<file path="config.mk">
export PLATFORM = sky130hd
export DESIGN_NAME = rlhc_seq
export DESIGN_NICKNAME = d
export VERILOG_FILES = /design/src/rtl/rlhc_pkg.sv /design/src/rtl/rlhc_seq.sv
export SDC_FILE = /design/constraint.sdc
export NUM_CORES = 1
export LEC_CHECK = 0
export ABC_AREA = 1
export BUFFER_PORTS_ARGS = -buffer_cell sky130_fd_sc_hd__buf_2
export CORE_AREA = 2 2 53 55
export CTS_CLUSTER_DIAMETER = 120
export DETAILED_ROUTE_END_ITERATION = 16
export DIE_AREA = 0 0 55 57
export PLACE_DENSITY = 0.83
export SLEW_MARGIN = 30
export SYNTH_ARGS = -nofsm -noshare
export SYNTH_HDL_FRONTEND = slang
export SYNTH_SLANG_ARGS = --single-unit
</file>
<file path="constraint.sdc">
create_clock -name clk -period 5.1 [get_ports clk]
set_input_delay 0.51 -clock clk [delete_from_list [all_inputs] [get_ports clk]]
set_output_delay 0.51 -clock clk [all_outputs]
set_load 0.05 [all_outputs]
</file>
<file path="src/rtl/rlhc_pkg.sv">
// shared types, constants and control codes of the ring lookup hop counter
`default_nettype none

package rlhc_pkg;

  // ring geometry
  localparam int MAX_RING = 1024;
  localparam int ADDR_W   = $clog2(MAX_RING);
  localparam int SIZE_W   = ADDR_W + 1;
  localparam int ENTRY_W  = ADDR_W + 1;
  localparam logic [SIZE_W-1:0] RING_MIN   = SIZE_W'(2);
  localparam logic [SIZE_W-1:0] RING_RESET = SIZE_W'(MAX_RING);

  // hop counter
  localparam int HOP_W = 5;
  localparam logic [HOP_W-1:0] HOP_LIMIT = HOP_W'(31);

  // commands
  localparam int CMD_W = 2;
  localparam logic [CMD_W-1:0] CMD_JOIN  = 2'd0;
  localparam logic [CMD_W-1:0] CMD_STORE = 2'd1;
  localparam logic [CMD_W-1:0] CMD_QUERY = 2'd2;

  // configuration register indexes
  localparam int PADDR_W = 3;
  localparam logic REG_RING_SIZE = 1'b0;

  // microcode step counter
  localparam int PC_W = 5;

  // datapath operations
  localparam int OP_W = 4;
  typedef logic [OP_W-1:0] op_t;
  localparam op_t OP_NONE        = 4'd0;
  localparam op_t OP_CLEAR       = 4'd1;
  localparam op_t OP_ACCEPT      = 4'd2;
  localparam op_t OP_QINIT       = 4'd3;
  localparam op_t OP_IV_INIT     = 4'd4;
  localparam op_t OP_HALVE       = 4'd5;
  localparam op_t OP_SUCC_RD_P   = 4'd6;
  localparam op_t OP_HOP         = 4'd7;
  localparam op_t OP_EMIT        = 4'd8;
  localparam op_t OP_SUCC_RD_KEY = 4'd9;
  localparam op_t OP_OWN_WR      = 4'd10;
  localparam op_t OP_JINIT       = 4'd11;
  localparam op_t OP_SUCC_RD_R   = 4'd12;
  localparam op_t OP_JSTEP       = 4'd13;

  // jump conditions
  localparam int COND_W = 4;
  typedef logic [COND_W-1:0] cond_t;
  localparam cond_t C_NEVER     = 4'd0;
  localparam cond_t C_ALWAYS    = 4'd1;
  localparam cond_t C_R_NOT_MAX = 4'd2;
  localparam cond_t C_NO_ITEM   = 4'd3;
  localparam cond_t C_IS_JOIN   = 4'd4;
  localparam cond_t C_IS_STORE  = 4'd5;
  localparam cond_t C_NOT_QUERY = 4'd6;
  localparam cond_t C_QBAD      = 4'd7;
  localparam cond_t C_QSTOP     = 4'd8;
  localparam cond_t C_IV_OVER   = 4'd9;
  localparam cond_t C_NOT_KNOWN = 4'd10;
  localparam cond_t C_OUT_BUSY  = 4'd11;
  localparam cond_t C_KEY_BAD   = 4'd12;
  localparam cond_t C_NODE_BAD  = 4'd13;
  localparam cond_t C_CNT_DONE  = 4'd14;
  localparam cond_t C_SELF      = 4'd15;

  // one control word of the microprogram
  typedef struct packed {
    op_t             op;
    cond_t           cond;
    logic [PC_W-1:0] target;
  } ctrl_t;

  // datapath flags tested by the sequencer
  typedef struct packed {
    logic r_not_max;
    logic no_item;
    logic is_join;
    logic is_store;
    logic not_query;
    logic qbad;
    logic qstop;
    logic iv_over;
    logic not_known;
    logic out_busy;
    logic key_bad;
    logic node_bad;
    logic cnt_done;
    logic self_link;
  } status_t;

endpackage

`default_nettype wire

</file>
<file path="src/rtl/rlhc_seq.sv">
// microcode sequencer: step counter, control rom and conditional jumps
`default_nettype none

module rlhc_seq (
  input  logic               clk,
  input  logic               rst,
  input  rlhc_pkg::status_t  status,
  output rlhc_pkg::ctrl_t    ctrl
);

  // program step addresses
  localparam logic [rlhc_pkg::PC_W-1:0] S_CLEAR   = 5'd0;
  localparam logic [rlhc_pkg::PC_W-1:0] S_IDLE    = 5'd1;
  localparam logic [rlhc_pkg::PC_W-1:0] S_DISP_J  = 5'd2;
  localparam logic [rlhc_pkg::PC_W-1:0] S_DISP_S  = 5'd3;
  localparam logic [rlhc_pkg::PC_W-1:0] S_DISP_Q  = 5'd4;
  localparam logic [rlhc_pkg::PC_W-1:0] S_Q_INIT  = 5'd5;
  localparam logic [rlhc_pkg::PC_W-1:0] S_Q_LOOP  = 5'd6;
  localparam logic [rlhc_pkg::PC_W-1:0] S_Q_IV    = 5'd7;
  localparam logic [rlhc_pkg::PC_W-1:0] S_Q_HALVE = 5'd8;
  localparam logic [rlhc_pkg::PC_W-1:0] S_Q_READ  = 5'd9;
  localparam logic [rlhc_pkg::PC_W-1:0] S_Q_CHECK = 5'd10;
  localparam logic [rlhc_pkg::PC_W-1:0] S_Q_HOP   = 5'd11;
  localparam logic [rlhc_pkg::PC_W-1:0] S_Q_EMIT  = 5'd12;
  localparam logic [rlhc_pkg::PC_W-1:0] S_Q_BACK  = 5'd13;
  localparam logic [rlhc_pkg::PC_W-1:0] S_S_READ  = 5'd14;
  localparam logic [rlhc_pkg::PC_W-1:0] S_S_WRITE = 5'd15;
  localparam logic [rlhc_pkg::PC_W-1:0] S_J_INIT  = 5'd16;
  localparam logic [rlhc_pkg::PC_W-1:0] S_J_LOOP  = 5'd17;
  localparam logic [rlhc_pkg::PC_W-1:0] S_J_CHECK = 5'd18;
  localparam logic [rlhc_pkg::PC_W-1:0] S_J_WRITE = 5'd19;

  logic [rlhc_pkg::PC_W-1:0] pc;
  logic [rlhc_pkg::PC_W-1:0] pc_next;
  logic                      take;

  function automatic rlhc_pkg::ctrl_t mk(input rlhc_pkg::op_t op,
                                         input rlhc_pkg::cond_t cond,
                                         input logic [rlhc_pkg::PC_W-1:0] target);
    rlhc_pkg::ctrl_t w;
    w.op     = op;
    w.cond   = cond;
    w.target = target;
    return w;
  endfunction

  // control rom
  function automatic rlhc_pkg::ctrl_t rom(input logic [rlhc_pkg::PC_W-1:0] a);
    rlhc_pkg::ctrl_t w;
    case (a)
      // clearing pass over both tables
      S_CLEAR:   w = mk(rlhc_pkg::OP_CLEAR, rlhc_pkg::C_R_NOT_MAX, S_CLEAR);
      // wait for a transaction and dispatch on the command
      S_IDLE:    w = mk(rlhc_pkg::OP_ACCEPT, rlhc_pkg::C_NO_ITEM, S_IDLE);
      S_DISP_J:  w = mk(rlhc_pkg::OP_NONE, rlhc_pkg::C_IS_JOIN, S_J_INIT);
      S_DISP_S:  w = mk(rlhc_pkg::OP_NONE, rlhc_pkg::C_IS_STORE, S_S_READ);
      S_DISP_Q:  w = mk(rlhc_pkg::OP_NONE, rlhc_pkg::C_NOT_QUERY, S_IDLE);
      // query routing
      S_Q_INIT:  w = mk(rlhc_pkg::OP_QINIT, rlhc_pkg::C_QBAD, S_Q_EMIT);
      S_Q_LOOP:  w = mk(rlhc_pkg::OP_NONE, rlhc_pkg::C_QSTOP, S_Q_EMIT);
      S_Q_IV:    w = mk(rlhc_pkg::OP_IV_INIT, rlhc_pkg::C_NEVER, S_IDLE);
      S_Q_HALVE: w = mk(rlhc_pkg::OP_HALVE, rlhc_pkg::C_IV_OVER, S_Q_HALVE);
      S_Q_READ:  w = mk(rlhc_pkg::OP_SUCC_RD_P, rlhc_pkg::C_NEVER, S_IDLE);
      S_Q_CHECK: w = mk(rlhc_pkg::OP_NONE, rlhc_pkg::C_NOT_KNOWN, S_Q_EMIT);
      S_Q_HOP:   w = mk(rlhc_pkg::OP_HOP, rlhc_pkg::C_ALWAYS, S_Q_LOOP);
      S_Q_EMIT:  w = mk(rlhc_pkg::OP_EMIT, rlhc_pkg::C_OUT_BUSY, S_Q_EMIT);
      S_Q_BACK:  w = mk(rlhc_pkg::OP_NONE, rlhc_pkg::C_ALWAYS, S_IDLE);
      // key store
      S_S_READ:  w = mk(rlhc_pkg::OP_SUCC_RD_KEY, rlhc_pkg::C_KEY_BAD, S_IDLE);
      S_S_WRITE: w = mk(rlhc_pkg::OP_OWN_WR, rlhc_pkg::C_ALWAYS, S_IDLE);
      // node join, walking backward
      S_J_INIT:  w = mk(rlhc_pkg::OP_JINIT, rlhc_pkg::C_NODE_BAD, S_IDLE);
      S_J_LOOP:  w = mk(rlhc_pkg::OP_SUCC_RD_R, rlhc_pkg::C_CNT_DONE, S_IDLE);
      S_J_CHECK: w = mk(rlhc_pkg::OP_NONE, rlhc_pkg::C_SELF, S_IDLE);
      S_J_WRITE: w = mk(rlhc_pkg::OP_JSTEP, rlhc_pkg::C_ALWAYS, S_J_LOOP);
      default:   w = mk(rlhc_pkg::OP_NONE, rlhc_pkg::C_ALWAYS, S_IDLE);
    endcase
    return w;
  endfunction

  assign ctrl = rom(pc);

  // jump condition select
  always_comb begin
    case (ctrl.cond)
      rlhc_pkg::C_NEVER:     take = 1'b0;
      rlhc_pkg::C_ALWAYS:    take = 1'b1;
      rlhc_pkg::C_R_NOT_MAX: take = status.r_not_max;
      rlhc_pkg::C_NO_ITEM:   take = status.no_item;
      rlhc_pkg::C_IS_JOIN:   take = status.is_join;
      rlhc_pkg::C_IS_STORE:  take = status.is_store;
      rlhc_pkg::C_NOT_QUERY: take = status.not_query;
      rlhc_pkg::C_QBAD:      take = status.qbad;
      rlhc_pkg::C_QSTOP:     take = status.qstop;
      rlhc_pkg::C_IV_OVER:   take = status.iv_over;
      rlhc_pkg::C_NOT_KNOWN: take = status.not_known;
      rlhc_pkg::C_OUT_BUSY:  take = status.out_busy;
      rlhc_pkg::C_KEY_BAD:   take = status.key_bad;
      rlhc_pkg::C_NODE_BAD:  take = status.node_bad;
      rlhc_pkg::C_CNT_DONE:  take = status.cnt_done;
      rlhc_pkg::C_SELF:      take = status.self_link;
      default:               take = 1'b0;
    endcase
  end

  assign pc_next = take ? ctrl.target : pc + 5'd1;

  // step counter
  always_ff @(posedge clk) begin
    if (rst) begin
      pc <= S_CLEAR;
    end else begin
      pc <= pc_next;
    end
  end

endmodule

`default_nettype wire

</file>
== Word level (Yosys, flattened, before mapping) ==
Memories as Yosys holds them, arrays and structs flattened. A register that Yosys moved wholly into a read port is not among the register bits.
Cells that the tools add are included.

* ROM bits: 416
* Memories: 1
* Word-level logic and storage cells: 22
* Register bits after elaboration: 5
* Output and inout bits: 13
* Input port bits: 16

* Mux-type cells: 3
* Equality and inequality tests: 15
* Reduce and logical (&&, ||, !) cells: 1
* Add/sub/neg operators: 1

{| class="wikitable"
|+ Memory list
! name !! words !! bits a word !! rd ports !! clocked after Yosys merged registers in !! wr ports !! RTL line !! RTL
|-
| (no name shown) || 32 || 13 || 1 || 1 || 0 || rlhc_seq.sv:50 || <nowiki>case (a)</nowiki>
|}

{| class="wikitable"
|+ Operator list
! cell !! number
|-
| 4-bit == test (second input constant) || 8
|-
| 4-bit by 3-bit == test with 1-bit output (second input constant) || 4
|-
| 1-bit one-hot mux with 16 select lines || 1
|-
| 5-bit 2-to-1 mux || 2
|-
| 4-bit by 2-bit == test with 1-bit output (second input constant) || 2
|-
| 5-bit by 1-bit adder with 5-bit output (second input constant) || 1
|-
| 4-bit by 1-bit == test with 1-bit output (second input constant) || 1
|-
| 4-bit zero test || 1
|}

== Depth between registers and ports, before layout ==
Gate-level depths: netlist of run 1.

* Depth in word-level cells: 4
* Mapped depth: 18
* Gate-level depth less buffers: 17

== Least setup slack after synthesis of run 1 ==
OpenSTA, ideal clock, no wires.

* Kind: reg-to-reg
* Start point: register, netlist name ctrl[6]
* End point: register, netlist name ctrl[0]
* Buffers on the path: 1
* Data arrival time: 2.332 ns
* Slack: 2.646 ns
* Stages on the path, launching flop included: 19
* Period minus slack after synthesis: 2.454 ns
* Setup time: 0.122 ns
* Required time: 4.978 ns
* Cells stage by stage: dfxtp_1 -> buf_6 -> inv_4 -> nand2_4 -> inv_1 -> nand3_1 -> nand2_1 -> nor2_2 -> nand2_2 -> nor2_4 -> nor2_2 -> nor2_4 -> inv_1 -> ha_1 -> inv_1 -> nand2_2 -> nand2_1 -> nand2_1 -> nand3_1

* Cells in the longest elaborated chain, start to end: 4
* Elaborated cells between the ends (all ways): 19
* Classes of those cells: 15 x eq/ne; 3 x mux; 1 x reduce/logical

{| class="wikitable"
|+ RTL lines
! element !! RTL line !! RTL
|-
| 4-bit == test, or another cell as far along || rlhc_seq.sv:85 || <nowiki>case (ctrl.cond)</nowiki>
|-
| 1-bit one-hot mux with 16 select lines * || rlhc_seq.sv:85 ||
|-
| 5-bit 2-to-1 mux * || rlhc_seq.sv:106 || <nowiki>assign pc_next = take ? ctrl.target : pc + 5'd1;</nowiki>
|-
| 5-bit 2-to-1 mux (no source line) * || -- ||
|}

Mark *: on every way between the ends. The rest lies on a longest branch, timed or not.
A chain may end at the register's enable or synchronous reset.

== Worst setup path after layout of run 1 ==
* Start point: register, netlist name ctrl[5]
* End point: register, netlist name ctrl[0]

* Cells in the longest elaborated chain, start to end: 4
* Elaborated cells between the ends (all ways): 19
* Classes of those cells: 15 x eq/ne; 3 x mux; 1 x reduce/logical

{| class="wikitable"
|+ RTL lines
! element !! RTL line
|-
| 4-bit == test, or another cell as far along || rlhc_seq.sv:85
|-
| 1-bit one-hot mux with 16 select lines * || rlhc_seq.sv:85
|-
| 5-bit 2-to-1 mux * || rlhc_seq.sv:106
|-
| 5-bit 2-to-1 mux (no source line) * || --
|}

Marks and branches as above.

==> reports/results.txt, run 1 <==
Die H = 57 µm
Layout cells sized above 1 = 0.297
Max-cap violations = 0
Clock sink count = 18
Die ar. = 3140 µm²
Least-Margin Pin Slew = 0.533 ns
TritonRoute pass-1 iters = 4
Post-route DRC = 0
Drt initial violations = 56
Width of the die = 55 µm
Crit start category = register
Via density per instance = 5.19
Initial Utilization = 0.560
Core Util, Final = 0.624
Vias = 1402
Critical Path RT = 5.27 ns
Sequential cell area fraction in the yosys report = 0.246
Gate count of the mapped netlist = 211
Post-CTS sizing = 0
Worst Setup End Kind = register
Core area = 2620 µm²
Number of synthesized flops with an enable pin = 0
ANT cells = 0
Worst reg2reg setup slack = 2.36 ns
Crit-path max FO = 12
Layout fillers = 248
Boundary pin count = 29
CTS tree = done
Final WL = 3080 µm
Mapped Nets = 234
Placer congestion estimate = 0.919
R2R depth = 17
Critical Path End = ctrl[0]
Final hold viol count = 0
Synth Flop Type = dfxtp_1
Yosys warns = 0
Global route overflow = 0
Tmin final = 2.74 ns
Met1 Use GR = 0.295
CP arrival = 2.91 ns
Clk_skew = 0.00467 ns
Most frequent cells in the layout = nand2_1, nand3_1, buf_2, inv_1, dfxtp_1
Fin nets = 263
CTS H-tree depth = 1
Yosys cell types = 27
Setup TNS = 0 ns
GRT met2 Usage = 0.364
Clk_lat worst skew = 0.29 ns
CP Class = register to register
Reg2Reg Capture Point = ctrl[0]
Count of pins over their slew limit = 0
CTS buffer count = 3
Post-Syn Area per Cell = 6.94 µm²
Status = complete, no violations
Area Overhead vs Synth = 11.4%
Final setup vio count = 0
Critical path's slowest cell = dfxtp_1
Setup Fix Bufs, Post-CTS = 0
Met3 GRT Util = 0.0105
Initial antenna violation count = 0
Worst-path cell chain = inv_1, nand2_1, inv_1, nand3_1, nand2_1, nor2_1, nand2_2, nor2_4, nor2_2, nor2_4, inv_1, ha_1, inv_1, nand2_2, nand2_1, nand2_1, nand3_1
R2r startpoint = ctrl[5]
Slew headroom = 0.644
Maximum root-to-sink buffer count = 2
Vias in the first global route = 1322
Final ANT Viol Nets = 0
GRT Total Usage = 0.218
Largest net degree at the start of global routing = 21
Post-Syn Area = 1470 µm²
CTS clk-pin slew, worst paths = 0.10 ns
Async S/R FF share, synth = 0
Crit path from = ctrl[5]
RSZ-0062 raised after global routing = false
Hold_buf cts = 0
Yosys reg bits = 18
Commonest non-fill, non-tap cell in the layout = nand2_1
Period utilisation layout = 0.538
WL/cell = 11.4 µm
CP max stage delay = 0.67 ns
Rows = 19
Root buffer cell = clkbuf_4
DPL Wire Length = 2510 µm
Busiest grt layer = met2
Upper clock frequency limit = 365 MHz
Type of the most critical hold path = input port to register
Port buffer count = 28
First-pass GRT wire length = 5270 µm
-- area by class of cell --
class                      instances  area [µm²]  share of cell area
sequential                        18         360               0.221
multi-input combinational        161         947               0.580
timing repair buffer              28         140              0.0858
clock buffer                       4        36.3              0.0222
inverter                          28         110              0.0674
tap                               31        38.8              0.0238
-- registers in the layout, indices dropped and copies added, names as in the netlist --
register  cells
pc            5
ctrl         13
-- worst min path at each step --
| stage | startpoint | endpoint | slack, ns | cells past startpoint |
|---|---|---|---|---|
| after floorplan | pc[0] | pc[0] | 0.57 | 3 |
| after global routing | rst | pc[3] | 0.48 | 2 |
| after detailed placement | ctrl[0] | pc[0] | 0.52 | 2 |
| after global placement | ctrl[0] | pc[0] | 0.51 | 2 |
| final | rst | pc[3] | 0.49 | 2 |
| after CTS | rst | pc[3] | 0.49 | 2 |
-- Yosys cell counts (2+ instances only) --
cell type   n  area [µm²]
a21oi_1     4        20.0
buf_6       2        22.5
dfxtp_1    18         360
ha_1        7        87.6
inv_1      23        86.3
inv_2       3        11.3
inv_4       2        12.5
nand2_1    55         206
nand2_2    11        68.8
nand2_4     4        45.0
nand3_1    31         155
nand3_2     7        70.1
nand3_4     2        35.0
nand4_1     4        25.0
nor2_1     12        45.0
nor2_2      3        18.8
nor2_4      7        78.8
nor3_1      2        10.0
o211ai_1    2        15.0
o21ai_0     2        10.0
o21ai_1     3        15.0
xor2_1      2        17.5
-- cell families (layout without fill, tap and decap cells) --
group	after synthesis	count (layout)	synth area share
DFF	18	18	0.246
AOI/OAI and AO/OA	13	13	0.0512
and+or+nand+nor	138	138	0.518
adders and majority gates	7	7	0.0598
xor gates and xnor gates	3	3	0.0179
buffers and inverters	32	60	0.108
-- critical path, delay by kind of cell, from the launching register on --
family	cells	cell delay [ns]
buffers and inverters	4	0.48
DFF	1	0.67
adders and majority gates	1	0.35
and+or+nand+nor	12	1.13
-- layer usage --
layer	vias up	part of all wire
met3	4	0.032
met1	631	0.46
met2	35	0.50
li1	732	-
met4	0	0.011
met5	-	0
-- metrics by stage --
step / setup slack, ns / cells / area (µm²) / hold WS (ns)
global route: 2.12 / 270 / 1630 / 0.481
finish: 2.36 / 270 / 1630 / 0.486
global placement: 2.44 / 266 / 1600 / 0.513
detailed placement: 2.41 / 266 / 1600 / 0.523
CTS: 2.39 / 270 / 1630 / 0.486
floorplan: 2.65 / 211 / 1470 / 0.574
Power of run 1 is not shown: default switching activity piles up to over one toggle a cycle in this logic, so the estimate is an artifact.
==> inputs of run 2 (changes only) <==
CORE_AREA = 2 2 55 57   (was 2 2 53 55)
DIE_AREA = 0 0 57 59   (was 0 0 55 57)
PLACE_DENSITY = 0.77   (was 0.83)
clock period = 2.72 ns   (was 5.1 ns; I/O delays follow)
==> run 2 against run 1 <==
Compared with the run above:
- count of clock-buffer cells in the layout stayed put
- worst setup slack worse by 2.1 ns
- via count is 1.3% higher
- critical endpoint is now ctrl[5]
- cell area is 0.92% higher
- worst hold slack worse by 0.23 ns
==> reports/results.txt, run 2 (synthesis results as in run 1) <==
Status = complete, no violations
Width of the die = 57 µm (+3.6%)
Type of the most critical hold path = input port to register
Slew headroom = 0.686 (+0.0420)
Tmin final = 2.50 ns (-0.239 ns)
Placer congestion estimate = 0.946 (+2.9%)
Final hold viol count = 0 (unchanged)
CTS buffer count = 3 (unchanged)
Setup TNS = 0 ns (unchanged)
Die ar. = 3360 µm² (+7.3%)
Layout fillers = 267 (+7.7%)
Port buffer count = 28 (unchanged)
Final ANT Viol Nets = 0 (unchanged)
Final setup vio count = 0 (unchanged)
Largest net degree at the start of global routing = 21 (unchanged)
Clock sink count = 18 (unchanged)
Area Overhead vs Synth = 12.5%
Via density per instance = 5.22 (+0.54%)
Rows = 19 (unchanged)
Final WL = 3270 µm (+6.4%)
DPL Wire Length = 2640 µm (+5.4%)
Vias = 1420 (+1.3%)
ANT cells = 0 (unchanged)
Most frequent cells in the layout = nand2_1, nand3_1, buf_2, inv_1, dfxtp_1
Least-Margin Pin Slew = 0.470 ns (-0.0629 ns)
Post-route DRC = 0 (unchanged)
CP arrival = 2.74 ns (-0.17 ns)
Count of pins over their slew limit = 0 (unchanged)
Hold_buf cts = 0 (unchanged)
Layout cells sized above 1 = 0.303 (+0.00583)
Root buffer cell = clkbuf_4
Max-cap violations = 0 (unchanged)
Crit start category = register
Global route overflow = 0 (unchanged)
Vias in the first global route = 1278 (-3.3%)
Setup Fix Bufs, Post-CTS = 0 (unchanged)
TritonRoute pass-1 iters = 4 (unchanged)
Upper clock frequency limit = 399 MHz (+9.5%)
Commonest non-fill, non-tap cell in the layout = nand2_1
CTS tree = done
Worst Setup End Kind = register
Clk_lat worst skew = 0.29 ns (about the same)
RSZ-0062 raised after global routing = false
Period utilisation layout = 0.921 (+0.383)
Core area = 2710 µm² (+3.6%)
Die H = 59 µm (+3.5%)
CP Class = register to register
Maximum root-to-sink buffer count = 2 (unchanged)
Clk_skew = 0.00544 ns (+0.000777 ns)
Drt initial violations = 59 (+5.4%)
Critical Path RT = 2.96 ns (-2.31 ns)
Fin nets = 265 (+0.76%)
Post-CTS sizing = 0 (unchanged)
Initial Utilization = 0.541 (-0.0197)
GRT Total Usage = 0.209 (-0.00896)
Initial antenna violation count = 0 (unchanged)
Boundary pin count = 29 (unchanged)
CTS H-tree depth = 1 (unchanged)
CTS clk-pin slew, worst paths = 0.10 ns (about the same)
First-pass GRT wire length = 5560 µm (+5.5%)
Max reg flops = 13 (unchanged)
Crit-path max FO = 11 (-1)
WL/cell = 12.0 µm (+5.6%)
[run 2: cell types whose count changed in the layout (fill, tap and decap cells not counted)]
cell and delta:
buf_4 +2
[run 2: cell type report]
| class | instances | area [µm²] | share of cell area |
|---|---|---|---|
| Multi-Input combinational cell | 161 | 947 | 0.575 |
| Sequential cell | 18 | 360 | 0.219 |
| Timing Repair Buffer | 30 | 155 | 0.0942 |
| Inverter | 28 | 110 | 0.0668 |
| Tap cell | 31 | 38.8 | 0.0235 |
| Clock buffer | 4 | 36.3 | 0.0220 |
[run 2: final timing paths]
check,cells past startpoint,startpoint,slack [ns],to
max reg2reg,17,ctrl[6],0.22,ctrl[5]
max,17,ctrl[6],0.22,ctrl[5]
min,2,rst,0.26,pc[3]
min reg2reg,2,ctrl[0],0.58,pc[0]
[run 2: metal layers]
layer,routed length [µm],track usage,vias to the layer above,share of wire
met2,1630,0.381,51,0.50
met5,0,0,-,0
met1,1400,0.260,621,0.43
met4,83,0.0764,0,0.025
li1,-,-,735,-
met3,161,0.0109,13,0.049
[run 2: worst max-delay path, stage by stage, from the launching register on]
cell and delay, ns:
dfxtp_1 0.63, inv_4 0.10, nand2_4 0.09, inv_1 0.04, nand3_1 0.05, nand2_1 0.07, nor2_2 0.12, nand2_2 0.07
nor2_4 0.14, nor2_2 0.07, nor2_4 0.19, inv_1 0.13, ha_1 0.28, nand4_1 0.19, nand3_1 0.10, nand2_1 0.07
nand2_1 0.05, nand2_1 0.06
[run 2: per-stage QoR]
step | hold WS, ns | instance area (µm²) | utilization | cells | setup slack [ns]
3_5_place_dp | 0.566 | 1610 | 0.595 | 268 | 0.286
3_3_place_gp | 0.561 | 1610 | 0.595 | 268 | 0.274
5_1_grt | 0.240 | 1650 | 0.608 | 272 | 0.0318
6_report | 0.259 | 1650 | 0.608 | 272 | 0.216
4_1_cts | 0.252 | 1650 | 0.608 | 272 | 0.253
2_1_floorplan | 0.365 | 1470 | - | 211 | 0.266
Power of run 2 is left out for the same reason.
==> inputs of run 3 (changes only) <==
PLACE_DENSITY = not set   (was 0.77)
PLACE_DENSITY_LB_ADDON = 0.3   (was not set)
==> run 3 against run 2 <==
Compared with the run above:
- clock skew down 0.0030 ns
- non-clock buffer count stayed put
- maximum frequency is 2.6% higher
- cell count unchanged
- global-route usage down 0.16 points
- worst hold slack got worse by 0.015 ns
- sequential share of layout area is 0.059 points higher
- critical path depth is 1 lower
- worst setup slack better by 0.063 ns
- count of clock-buffer cells in the layout unchanged
- critical endpoint unchanged
- highest routed layer unchanged
==> reports/results.txt, run 3 (synthesis results as in run 1) <==
Most frequent cells in the layout = nand2_1, nand3_1, buf_2, inv_1, dfxtp_1
Final ANT Viol Nets = 0 (unchanged)
Least-Margin Pin Slew = 0.338 ns (-0.132 ns)
Boundary pin count = 29 (unchanged)
DPL Wire Length = 2550 µm (-3.7%)
Setup Fix Bufs, Post-CTS = 0 (unchanged)
Vias = 1442 (+1.5%)
Crit-path max FO = 8 (-3)
ANT cells = 0 (unchanged)
CP max stage delay = 0.45 ns (-0.18 ns)
Die ar. = 3360 µm² (unchanged)
Global route overflow = 0 (unchanged)
CP most frequent cell = nand2_1
Upper clock frequency limit = 410 MHz (+2.6%)
Core Util, Final = 0.608 (about the same)
Crit start category = register
GRT Total Usage = 0.207 (-0.00156)
Final hold viol count = 0 (unchanged)
Period utilisation layout = 0.898 (-0.0230)
Layout fillers = 277 (+3.7%)
Type of the most critical hold path = input port to register
Via density per instance = 5.30 (+1.5%)
Clock sink count = 18 (unchanged)
WL/cell = 12.0 µm (-0.43%)
Worst Setup End Kind = register
Final WL = 3260 µm (-0.43%)
Drt initial violations = 53 (-10%)
Area Overhead vs Synth = 12.6% (about the same)
RSZ-0062 raised after global routing = false
Largest net degree at the start of global routing = 21 (unchanged)
Initial Utilization = 0.541 (unchanged)
Status = complete, no violations
CP arrival = 2.70 ns (-0.04 ns)
Post-route DRC = 0 (unchanged)
CP Class = register to register
CTS H-tree depth = 1 (unchanged)
Critical path's slowest cell = dfxtp_1
Count of pins over their slew limit = 0 (unchanged)
First-pass GRT wire length = 5440 µm (-2.1%)
Clk_skew = 0.00241 ns (-0.00304 ns)
Die H = 59 µm (unchanged)
Crit path buffers/inverters = 2 (-1)
Rows = 19 (unchanged)
Initial antenna violation count = 0 (unchanged)
Slew headroom = 0.774 (+0.0884)
Layout cells sized above 1 = 0.307 (+0.00415)
Commonest non-fill, non-tap cell in the layout = nand2_1
Setup TNS = 0 ns (unchanged)
Clk_lat worst skew = 0.30 ns (about the same)
Delay-heaviest family, CP = simple AND/OR/NAND/NOR gates
CTS tree = done
Tmin final = 2.44 ns (-0.0627 ns)
Max reg flops = 13 (unchanged)
Vias in the first global route = 1280 (+0.16%)
Root buffer cell = clkbuf_4
Port buffer count = 28 (unchanged)
Max-cap violations = 0 (unchanged)
Core area = 2710 µm² (unchanged)
CTS buffer count = 3 (unchanged)
Maximum root-to-sink buffer count = 2 (unchanged)
Placer congestion estimate = 0.930 (-1.7%)
Fin nets = 265 (unchanged)
Worst-path cell chain = buf_4, nor2_4, nand2_1, nand2_1, o21ai_1, nand2_1, nor2_4, nor2_2, nor2_4, inv_1, ha_1, nand4_1, nand3_1, nand2_1, nand2_1, nand2_1
Final setup vio count = 0 (unchanged)
CTS clk-pin slew, worst paths = 0.10 ns (about the same)
Critical Path RT = 2.97 ns (about the same)
TritonRoute pass-1 iters = 4 (unchanged)
Width of the die = 57 µm (unchanged)
[run 3: cell counts in the layout (fill, tap and decap cells not counted)]
Identical to the previous run, type by type.
[run 3: timing repair]
action / 4_1_cts / 5_1_grt
gates resized for setup: 0 / 1
endpoints found under the setup margin: 0 / 4
hold buffers: 0 / 0
hold endpoints to repair: 0 / 0
[run 3: path summary, 6_finish.rpt]
path	from	to	slack, ns	cells after the start
setup / recovery	ctrl[5]	ctrl[5]	0.28	16
hold / removal	rst	pc[3]	0.24	2
setup reg to reg	ctrl[5]	ctrl[5]	0.28	16
hold reg to reg	ctrl[0]	pc[0]	0.57	2
[run 3: routing by layer]
| metal | wire length (µm) | GRT usage | vias to the layer above |
|---|---|---|---|
| met5 | 0 | 0 | - |
| met1 | 1340 | 0.240 | 646 |
| met4 | 104 | 0.133 | 0 |
| met3 | 174 | 0.0197 | 9 |
| li1 | - | - | 737 |
| met2 | 1640 | 0.366 | 50 |
[run 3: cell type report]
type / count / area (µm²) / area share
sequential: 18 / 362 / 0.219
timing repair buffer: 30 / 155 / 0.0941
clock buffer: 4 / 36.3 / 0.0220
tap: 31 / 38.8 / 0.0235
multi-input combinational: 161 / 947 / 0.574
inverter: 28 / 110 / 0.0668
[run 3: per-stage QoR]
step / hold WS, ns / instance area [µm²] / setup WS, ns / instances
6_report: 0.244 / 1650 / 0.278 / 272
4_1_cts: 0.234 / 1650 / 0.268 / 272
3_3_place_gp: 0.544 / 1610 / 0.318 / 268
2_1_floorplan: 0.365 / 1470 / 0.266 / 211
3_5_place_dp: 0.547 / 1610 / 0.293 / 268
5_1_grt: 0.241 / 1650 / 0.0397 / 272
Power of run 3 is left out for the same reason.
